<file path="src/rtl/bxf_pkg.sv">
// Shared types and constants of the separable 5x5 box filter.
package bxf_pkg;

	localparam int PIX_W      = 8;
	localparam int KERNEL     = 5;
	localparam int LINE_CNT   = KERNEL - 1;
	localparam int HALF_K     = KERNEL / 2;
	localparam int WORD_W     = PIX_W * LINE_CNT;
	localparam int SLOT_W     = $clog2(LINE_CNT);
	localparam int SUM_W      = 11;
	localparam int TOTAL_W    = 13;
	localparam int POS_W      = 13;
	localparam int CFG_W      = 14;
	localparam int IDX_W      = 1;
	localparam int MIN_SIZE   = 5;
	localparam int MAX_HEIGHT = 8192;
	localparam int VALUE_W    = 16;
	localparam int TDATA_W    = 48;

	// floor(total * 256 / 25) == (total * RECIP_M) >> RECIP_SH, exact for total <= 6375
	localparam int RECIP_W  = 22;
	localparam logic [RECIP_W-1:0] RECIP_M = 22'd2684355;
	localparam int RECIP_SH = 18;
	localparam int PROD_W   = TOTAL_W + RECIP_W;

	localparam logic [IDX_W-1:0] REG_IMAGE_WIDTH  = 1'b0;
	localparam logic [IDX_W-1:0] REG_IMAGE_HEIGHT = 1'b1;

	typedef struct packed {
		logic [POS_W-1:0]  center_row;
		logic [POS_W-1:0]  center_col;
		logic [SLOT_W-1:0] slot;
		logic              produce;
		logic              last;
	} meta_t;

endpackage

</file>
<file path="src/rtl/bxf_mean.sv">
// Output stage: scales the 25-pixel sum to an 8.8 mean and holds the result.
module bxf_mean (
	input  logic                       clk,
	input  logic                       arst_n,
	input  logic                       load,
	input  logic                       drain,
	input  logic [bxf_pkg::TOTAL_W-1:0] total,
	input  logic [bxf_pkg::POS_W-1:0]  center_row,
	input  logic [bxf_pkg::POS_W-1:0]  center_col,
	input  logic                       last,
	output logic                       out_valid,
	output logic [bxf_pkg::TDATA_W-1:0] out_data,
	output logic                       out_last
);
	import bxf_pkg::*;

	logic [PROD_W-1:0]  prod;
	logic [VALUE_W-1:0] value_q;
	logic [POS_W-1:0]   row_q, col_q;
	logic               valid_q, last_q;

	assign prod = PROD_W'(total) * PROD_W'(RECIP_M);

	always_ff @(posedge clk or negedge arst_n) begin
		if (!arst_n) begin
			valid_q <= 1'b0;
		end else if (load) begin
			valid_q <= 1'b1;
		end else if (drain) begin
			valid_q <= 1'b0;
		end
	end

	always_ff @(posedge clk) begin
		if (load) begin
			value_q <= prod[RECIP_SH +: VALUE_W];
			row_q   <= center_row;
			col_q   <= center_col;
			last_q  <= last;
		end
	end

	assign out_valid = valid_q;
	assign out_data  = {{(TDATA_W - VALUE_W - 2*POS_W){1'b0}}, col_q, row_q, value_q};
	assign out_last  = last_q;

endmodule

</file>
<file path="config.mk">
export PLATFORM = sky130hd
export DESIGN_NAME = bxf_mean
export DESIGN_NICKNAME = d
export VERILOG_FILES = /design/src/rtl/bxf_pkg.sv /design/src/rtl/bxf_mean.sv
export SDC_FILE = /design/constraint.sdc
export NUM_CORES = 1
export LEC_CHECK = 0
export ABC_AREA = 1
export BUFFER_PORTS_ARGS = -buffer_cell sky130_fd_sc_hd__buf_2
export CORE_ASPECT_RATIO = 1.5
export CORE_MARGIN = 3
export CORE_UTILIZATION = 54
export CTS_CLUSTER_DIAMETER = 200
export CTS_CLUSTER_SIZE = 12
export DETAILED_ROUTE_END_ITERATION = 10
export PLACE_DENSITY_LB_ADDON = 0.25
export SYNTH_ARGS = -nofsm -noshare
export SYNTH_HDL_FRONTEND = slang
export SYNTH_SLANG_ARGS = --single-unit
</file>
<file path="constraint.sdc">
create_clock -name clk -period 0.8 [get_ports clk]
set_input_delay 0.08 -clock clk [delete_from_list [all_inputs] [get_ports clk]]
set_output_delay 0.08 -clock clk [all_outputs]
set_load 0.02 [all_outputs]
</file>
==> out/results.tsv <==
metric	value	unit
pin_count	94	
arrival	4.03	ns
synth_mux_area_share	0	%
h-tree-depth	2	
die_x	97.8	microns
drtPass1Iterations	5	
yosysSeqAreaShare	19.3	%
numClockSinks	44	
nNetsFinal	1311	
num_antenna_cells	0	
ys_types	24	
critPathRequiredTime	0.85	ns
track_usage	26.2	%
die_area	0.0140	sq mm
antenna_found_initial	0	
r2r-start	out_valid	
utilization	77.3	%
fin_skew	0	ns
hpwlAfterDp	15300	microns
syn_area	0.00682	sq mm
critical-path-max-stage-delay	0.60	ns
place_congestion	0.908	
final_common_cell	inv_1	
startpoint	total[12]	
cp_top_family	adder cells	
io_buffers	87	
rr_endpoint	out_valid	
crit_chain	buf_6 > fa_2 > inv_2 > fa_1 > inv_2 > fa_1 > fa_1 > inv_2 > fa_1 > inv_2 > ha_4 > nand2_4 > nor2_4 > and3_4 > and2_4 > nand2_2 > nand3_1 > nand2_1	
mostFrequentLayoutCells	inv_1, nand2_1, buf_4, ha_1, fa_1	
worst-setup-path-type	in -> reg	
fillers	849	
drc_errors	0	
drive_gt1_share	31.1	%
die_h	144	microns
synthArstFlopShare	2.27	%
multi_input_area	0.00502	sq mm
ys_warn_count	0	
fmax	251	MHz
cts_root_buffer	clkbuf_16	
worst-r2r-setup-slack	0.18	ns
crit_fanout	4	
critPathCapture	value_q[13]	
min_path_type	in -> async	
grt_pass1_vias	6073	
seqCellArea	0.00132	sq mm
slew_violations	0	
violations	setup timing	
area.growth.synth_to_final	38.2	%
wl_per_cell	15.4	microns
grt_max_degree	26	
routed_wl	18900	microns
vias_per_cell	4.85	
synth_ff_type	edfxtp_1	
antenna_left	0	
core-area	0.0122	sq mm
synthAdderAreaFrac	44.9	%
fin_crit	3.98	ns
fin_hold_ws	0.106	ns
path_clk_slew	0.06	ns
cp_slowest_cell	fa_2	
synth_compound_area_share	2.02	%
tns	-54.17	ns
finalSetupViolations	60	
yosys.area_share.simple	17.9	%
critPathCaptureType	register	
grt_overflow	0	
pre_cts_slack	-3.61	ns
start_util	55.9	%
outcome	finished with violations	
period_share	498	%
synth-seq-cells	44	
num_vias	5952	
drtIter0Drc	155	
synth_top_family_by_area	adder cells	
hold_viol	0	
cp_num_buf_inv	5	
max_cap_violations	0	
cts.path.max_buffers	2	
syn_area_per_cell	8.08	sq um
ff2ff_path_depth	2	
crit_path_start_kind	primary input	
synthXorXnorAreaFrac	0.642	%
cts_tree	done	
netlist_instances	844	
placementRows	49	
rsz0062_at_grt	true	
cts_buffers	5	
grt_first_pass_wirelength	28400	microns
clk_latency	0.28	ns
setup_slack	-3.18	ns
synth_edf_count	43	
crit_cells	18	
-- synthesized netlist by cell type (3+ instances only) --
library cell / instances / area share, %
inv_1: 264 / 15
nand2_1: 222 / 12
ha_1: 112 / 21
fa_1: 83 / 24
edfxtp_1: 43 / 19
nor2_1: 39 / 2.1
nand3_1: 22 / 1.6
a21oi_1: 20 / 1.5
buf_4: 6 / 0.66
and2_1: 5 / 0.46
nand4_1: 5 / 0.46
o21bai_1: 4 / 0.44
nor3_1: 3 / 0.22
xor2_1: 3 / 0.39
-- state kept, by name, summed over array words and instances, names as in the netlist --
register	count
value_q	16
col_q	13
row_q	13
out_last	1
out_valid	1
-- cell type report --
class                      instances  share of cell area, %
clock inverter                     1                 0.0531
timing repair buffer             222                   18.7
inverter                         265                   10.6
tap                              153                   2.03
multi-input combinational        534                   53.3
sequential                        44                   14.0
clock buffer                       7                   1.41
-- stage by stage --
| stage | instances | instance area (sq um) |
|---|---|---|
| 6_report | 1226 | 9430 |
| 5_1_grt | 1226 | 9430 |
| 4_1_cts | 1223 | 9040 |
| 3_5_place_dp | 1183 | 8260 |
| 3_3_place_gp | 1183 | 8260 |
| 2_1_floorplan | 849 | 6910 |
-- how the worst min path moves through the flow --
stage | cells past startpoint | end | slack, ns
floorplan | 0 | out_valid | -0.22
global placement | 1 | out_valid | -0.15
detailed placement | 1 | out_valid | -0.14
CTS | 2 | out_valid | 0.09
global route | 2 | out_valid | 0.11
finish | 2 | out_valid | 0.11
-- kinds of logic (layout without fill, tap and decap cells) --
logic type | Yosys count | in the layout
and+or+nand+nor | 303 | 303
buffers and inverters | 271 | 495
adders and majority gates | 195 | 195
DFF | 44 | 44
AOI/OAI and AO/OA | 25 | 25
xor gates and xnor gates | 5 | 5
other | 1 | 6
-- routing by layer --
| metal | part of all wire, % | routed length (microns) | global-route usage [%] | vias up |
|---|---|---|---|---|
| li1 | - | - | - | 2933 |
| met1 | 35 | 6650 | 27.0 | 2775 |
| met2 | 55 | 10400 | 51.1 | 186 |
| met3 | 3.3 | 621 | 1.94 | 58 |
| met4 | 6.3 | 1190 | 16.0 | 0 |
| met5 | 0 | 0 | 0 | - |
-- what timing repair did --
action,CTS,global route
hold buffers,29,0
pin swaps,32,52
endpoints found under the hold margin,29,0
setup buffers,3,3
gates resized for setup,83,124
endpoints found under the setup margin,60,60
Power is not shown: default switching activity piles up to over one toggle a cycle in this logic, so the estimate is an artifact.
