`config.mk`:
```
export PLATFORM = sky130hd
export DESIGN_NAME = bxf_scan
export DESIGN_NICKNAME = d
export VERILOG_FILES = /design/src/rtl/bxf_pkg.sv /design/src/rtl/bxf_scan.sv
export SDC_FILE = /design/constraint.sdc
export NUM_CORES = 1
export LEC_CHECK = 0
export ABC_AREA = 1
export BUFFER_PORTS_ARGS = -buffer_cell sky130_fd_sc_hd__buf_2
export CORE_ASPECT_RATIO = 0.75
export CORE_MARGIN = 8
export CORE_UTILIZATION = 54
export CTS_CLUSTER_DIAMETER = 40
export DETAILED_ROUTE_END_ITERATION = 16
export HOLD_SLACK_MARGIN = 0.15
export PLACE_DENSITY_LB_ADDON = 0.3
export SETUP_SLACK_MARGIN = 0.15
export SLEW_MARGIN = 20
export SYNTH_ARGS = -nofsm -noshare
export SYNTH_HDL_FRONTEND = slang
export SYNTH_SLANG_ARGS = --single-unit
```
`constraint.sdc`:
```
create_clock -name clk -period 9.7 [get_ports clk]
set_input_delay 1.94 -clock clk [delete_from_list [all_inputs] [get_ports clk]]
set_output_delay 1.94 -clock clk [all_outputs]
set_load 0.02 [all_outputs]
```
`src/rtl/bxf_pkg.sv`:
```
// Shared types and constants of the separable 5x5 box filter.
package bxf_pkg;

	localparam int PIX_W      = 8;
	localparam int KERNEL     = 5;
	localparam int LINE_CNT   = KERNEL - 1;
	localparam int HALF_K     = KERNEL / 2;
	localparam int WORD_W     = PIX_W * LINE_CNT;
	localparam int SLOT_W     = $clog2(LINE_CNT);
	localparam int SUM_W      = 11;
	localparam int TOTAL_W    = 13;
	localparam int POS_W      = 13;
	localparam int CFG_W      = 14;
	localparam int IDX_W      = 1;
	localparam int MIN_SIZE   = 5;
	localparam int MAX_HEIGHT = 8192;
	localparam int VALUE_W    = 16;
	localparam int TDATA_W    = 48;

	// floor(total * 256 / 25) == (total * RECIP_M) >> RECIP_SH, exact for total <= 6375
	localparam int RECIP_W  = 22;
	localparam logic [RECIP_W-1:0] RECIP_M = 22'd2684355;
	localparam int RECIP_SH = 18;
	localparam int PROD_W   = TOTAL_W + RECIP_W;

	localparam logic [IDX_W-1:0] REG_IMAGE_WIDTH  = 1'b0;
	localparam logic [IDX_W-1:0] REG_IMAGE_HEIGHT = 1'b1;

	typedef struct packed {
		logic [POS_W-1:0]  center_row;
		logic [POS_W-1:0]  center_col;
		logic [SLOT_W-1:0] slot;
		logic              produce;
		logic              last;
	} meta_t;

endpackage

```
`src/rtl/bxf_scan.sv`:
```
// Raster position tracker and frame size registers.
module bxf_scan #(
	parameter int MAX_WIDTH = 8192,
	parameter int COL_W     = 13
) (
	input  logic                     clk,
	input  logic                     arst_n,
	input  logic                     cfg_we,
	input  logic [bxf_pkg::IDX_W-1:0] cfg_index,
	input  logic [bxf_pkg::CFG_W-1:0] cfg_data,
	input  logic                     step,
	input  logic                     frame_start,
	output logic [COL_W-1:0]         col,
	output bxf_pkg::meta_t           meta
);
	import bxf_pkg::*;

	localparam int LIM_W = $clog2(MAX_WIDTH + 1);
	localparam int CMP_W = (LIM_W > CFG_W) ? LIM_W : CFG_W;

	logic [CFG_W-1:0] width_q, height_q;
	logic [COL_W-1:0] col_q;
	logic [POS_W-1:0] row_q;

	logic [CMP_W-1:0] w_eff;
	logic [CFG_W-1:0] h_eff;
	logic [COL_W-1:0] col0, col1;
	logic [POS_W-1:0] row0, row1, row;
	logic [CFG_W-1:0] row0_inc, row_inc;
	logic [CMP_W-1:0] col_inc, col_off;
	logic [POS_W-1:0] row_off;

	always_ff @(posedge clk or negedge arst_n) begin
		if (!arst_n) begin
			width_q  <= CFG_W'(8192);
			height_q <= CFG_W'(8192);
		end else if (cfg_we) begin
			case (cfg_index)
				REG_IMAGE_WIDTH:  width_q  <= cfg_data;
				REG_IMAGE_HEIGHT: height_q <= cfg_data;
				default: ;
			endcase
		end
	end

	always_comb begin
		if (width_q < CFG_W'(MIN_SIZE))
			w_eff = CMP_W'(MIN_SIZE);
		else if (CMP_W'(width_q) > CMP_W'(MAX_WIDTH))
			w_eff = CMP_W'(MAX_WIDTH);
		else
			w_eff = CMP_W'(width_q);
		if (height_q < CFG_W'(MIN_SIZE))
			h_eff = CFG_W'(MIN_SIZE);
		else if (height_q > CFG_W'(MAX_HEIGHT))
			h_eff = CFG_W'(MAX_HEIGHT);
		else
			h_eff = height_q;
	end

	// settle the position of the arriving item: restart, row overrun, frame wrap
	always_comb begin
		col0     = frame_start ? '0 : col_q;
		row0     = frame_start ? '0 : row_q;
		row0_inc = CFG_W'(row0) + CFG_W'(1);
		if (CMP_W'(col0) >= w_eff) begin
			col1 = '0;
			row1 = row0_inc[POS_W-1:0];
		end else begin
			col1 = col0;
			row1 = row0;
		end
		if (CMP_W'(col0) >= w_eff && row0_inc >= h_eff)
			row = '0;
		else if (CFG_W'(row1) >= h_eff)
			row = '0;
		else
			row = row1;
		col     = col1;
		col_inc = CMP_W'(col1) + CMP_W'(1);
		row_inc = CFG_W'(row) + CFG_W'(1);
		col_off = CMP_W'(col1) - CMP_W'(HALF_K);
		row_off = row - POS_W'(HALF_K);

		meta.center_row = row_off;
		meta.center_col = col_off[POS_W-1:0];
		meta.slot       = row[SLOT_W-1:0];
		meta.produce    = (row >= POS_W'(LINE_CNT)) && (CMP_W'(col1) >= CMP_W'(LINE_CNT));
		meta.last       = (row_inc == h_eff) && (col_inc == w_eff);
	end

	always_ff @(posedge clk or negedge arst_n) begin
		if (!arst_n) begin
			col_q <= '0;
			row_q <= '0;
		end else if (step) begin
			if (col_inc >= w_eff) begin
				col_q <= '0;
				row_q <= (row_inc >= h_eff) ? '0 : row_inc[POS_W-1:0];
			end else begin
				col_q <= col_inc[COL_W-1:0];
				row_q <= row;
			end
		end
	end

endmodule

```
==> reports/qor.yml <==
cp-end-kind: "output pin"
rr_worst_depth: 40
cts_tree: "done"
drt_iter0_markers: 735
io_pins: 63
cts.htree.levels: 2
tns_ns: 0
grt_pass1_wl_um: 28700
drv_slew: 0
critPathMaxFanout: 20
port_buffers: 62
drt_wl_total_um: 17700
first_pass_iters: 6
slowest_delay_ns: 0.39
ir_drop_mv: 0.0877
avgSynthCellArea_sq_um: 6.77
antenna_left: 0
ys_warn_count: 0
die_width_um: 139
synth_async_sr_flop_share: 1.00
grt_pass1_vias: 5399
cp_slowest_cell: "ha_1"
numCtsBuffers: 5
num_vias: 6073
synth.top_cells.by_area: "dfrtp_1 21%, ha_1 15%, nand2_1 14%"
synth.distinct_cells: 52
synth-seq-cells: 54
cts_max_path_buffers: 2
path_clk_slew_ns: 0.07
cts_root_buffer: "clkbuf_16"
crit_required_ns: 7.76
synthCells: 907
worstSkewPairLatency_ns: 0.30
tightest_slew_ns: 0.753
cts.sinks: 54
grt_usage: 0.235
hold_depth: 2
initial_core_util: 0.557
synth-edff-count: 0
power_density_mw_per_mm2: 163
synth.top_cell.area_share: 0.212
clock.fmax_mhz: 109
period_needed_ns: 9.15
drive_gt1_frac: 0.148
gp_congestion: 1.01
dp.final_hpwl_um: 14600
nets: 1052
final_common_cell: "nand2_1"
dieArea_sq_mm: 0.0151
grt_overflow: 0
dp_cells: 1089
outcome: "completed"
critPathMostFrequentCell: "nand2_1"
drc: 0
area_delta_synth_final_pct: 9.00
rows: 33
timing.slew.headroom: 0.498
critPathArrivalTime_ns: 7.21
fin_crit_sh: 0.943
setup_viol: 0
synth_flop_cell: "dfrtp_1"
finalClockSkew_ns: 0.00630
whs_ns: 0.493
via_per_inst: 5.53
grt_max_degree: 55
antenna_found_initial: 0
synth_area_sq_mm: 0.00614
worst-setup-path-type: "in2out"
rsz0062_at_grt: "no"
synth_top_area_cell: "dfrtp_1"
hold_class: "reg2reg"
seq_area_frac_synth: 0.220
startpoint_type: "input pin"
final_cell_mix: "237 x nand2_1, 112 x inv_1, 83 x nand3_1"
layout.cells.non_filler: 1098
fp.dieH_um: 108
wl_per_cell_um: 16.2
leakage_nw: 3.67
core_area_sq_mm: 0.0110
antennaDiodeCount: 0
final-hold-violation-count: 0
syn_nets: 1002
drv_cap: 0
==> through the flow <==
stage	area [sq um]	utilization	setup slack [ns]	power [mW]
floorplan	6140	-	0.378	0.726
global placement	6510	0.591	0.347	0.897
detailed placement	6510	0.591	0.242	0.901
CTS	6650	0.603	0.220	1.08
global route	6700	0.607	0.150	1.17
finish	6700	0.607	0.551	1.09
==> timing repair <==
item	CTS	global route
resized for setup	0	6
hold buffers	0	0
setup endpoints to repair	0	1
setup buffers	0	1
==> synth_stat cells (8+ instances only) <==
library cell,count
xor2_1,32
nand3_2,8
nand2_2,9
clkbuf_1,9
nor2_2,9
nor3_1,11
nor2_1,68
dfrtp_1,52
nand2_1,237
nand3_1,83
o21ai_0,53
nand4_1,16
a21oi_1,30
inv_2,10
inv_1,112
and2_1,9
ha_1,75
==> flip-flops by register name, summed over array words and instances (netlist names) <==
| name | cells |
|---|---|
| width_q | 14 |
| height_q | 14 |
| col_q | 13 |
| row_q | 13 |
==> layer usage <==
layer	up-vias	GRT usage	share of wire
met5	-	0	0
li1	3057	-	-
met2	284	0.316	0.38
met1	2721	0.366	0.51
met4	0	0.0297	0.0050
met3	11	0.0634	0.11
==> power by group <==
group / leakage, nW / switching, mW / internal (mW)
logic: 2.91 / 0.421 / 0.210
clock network: 0.0641 / 0.0828 / 0.0962
registers: 0.699 / 0.0256 / 0.257
==> area by class of cell <==
class                           instances  area [sq um]
Clock buffer                            7           133
Clock inverter                          1          7.51
Fill cell                            1080          4330
Multi-Input combinational cell        702          4190
Sequential cell                        54          1350
Tap cell                              140           175
Timing Repair Buffer                   70           373
Inverter                              124           465
==> worst max-delay path: cells and delay by family <==
family          cells  cell delay [ns]
buf+inv             6             0.95
compound gates      3             0.51
fa+ha+maj           3             0.98
simple gates       23             2.79
==> logic make-up (layout without fill, tap and decap cells) <==
logic type	after synthesis	after routing	share of synthesized area
AO/OA/AOI/OAI	111	111	0.104
XOR/XNOR	37	37	0.0528
adder cells (fa/ha/maj)	75	75	0.153
buffers and inverters	151	202	0.103
flip-flops	54	54	0.220
AND/OR/NAND/NOR	479	479	0.367
==> path summary, 6_finish.rpt <==
path / startpoint / endpoint / slack (ns)
worst max-delay path: frame_start / meta[0] / 0.55
worst min-delay path: row_q[8] / row_q[8] / 0.49
worst max register to register: width_q[9] / row_q[5] / 2.80
worst min register to register: row_q[8] / row_q[8] / 0.49
max in group asynchronous: arst_n / row_q[1] / 7.48
min in group asynchronous: arst_n / width_q[6] / 1.76
(Power assumes the default switching activity.)
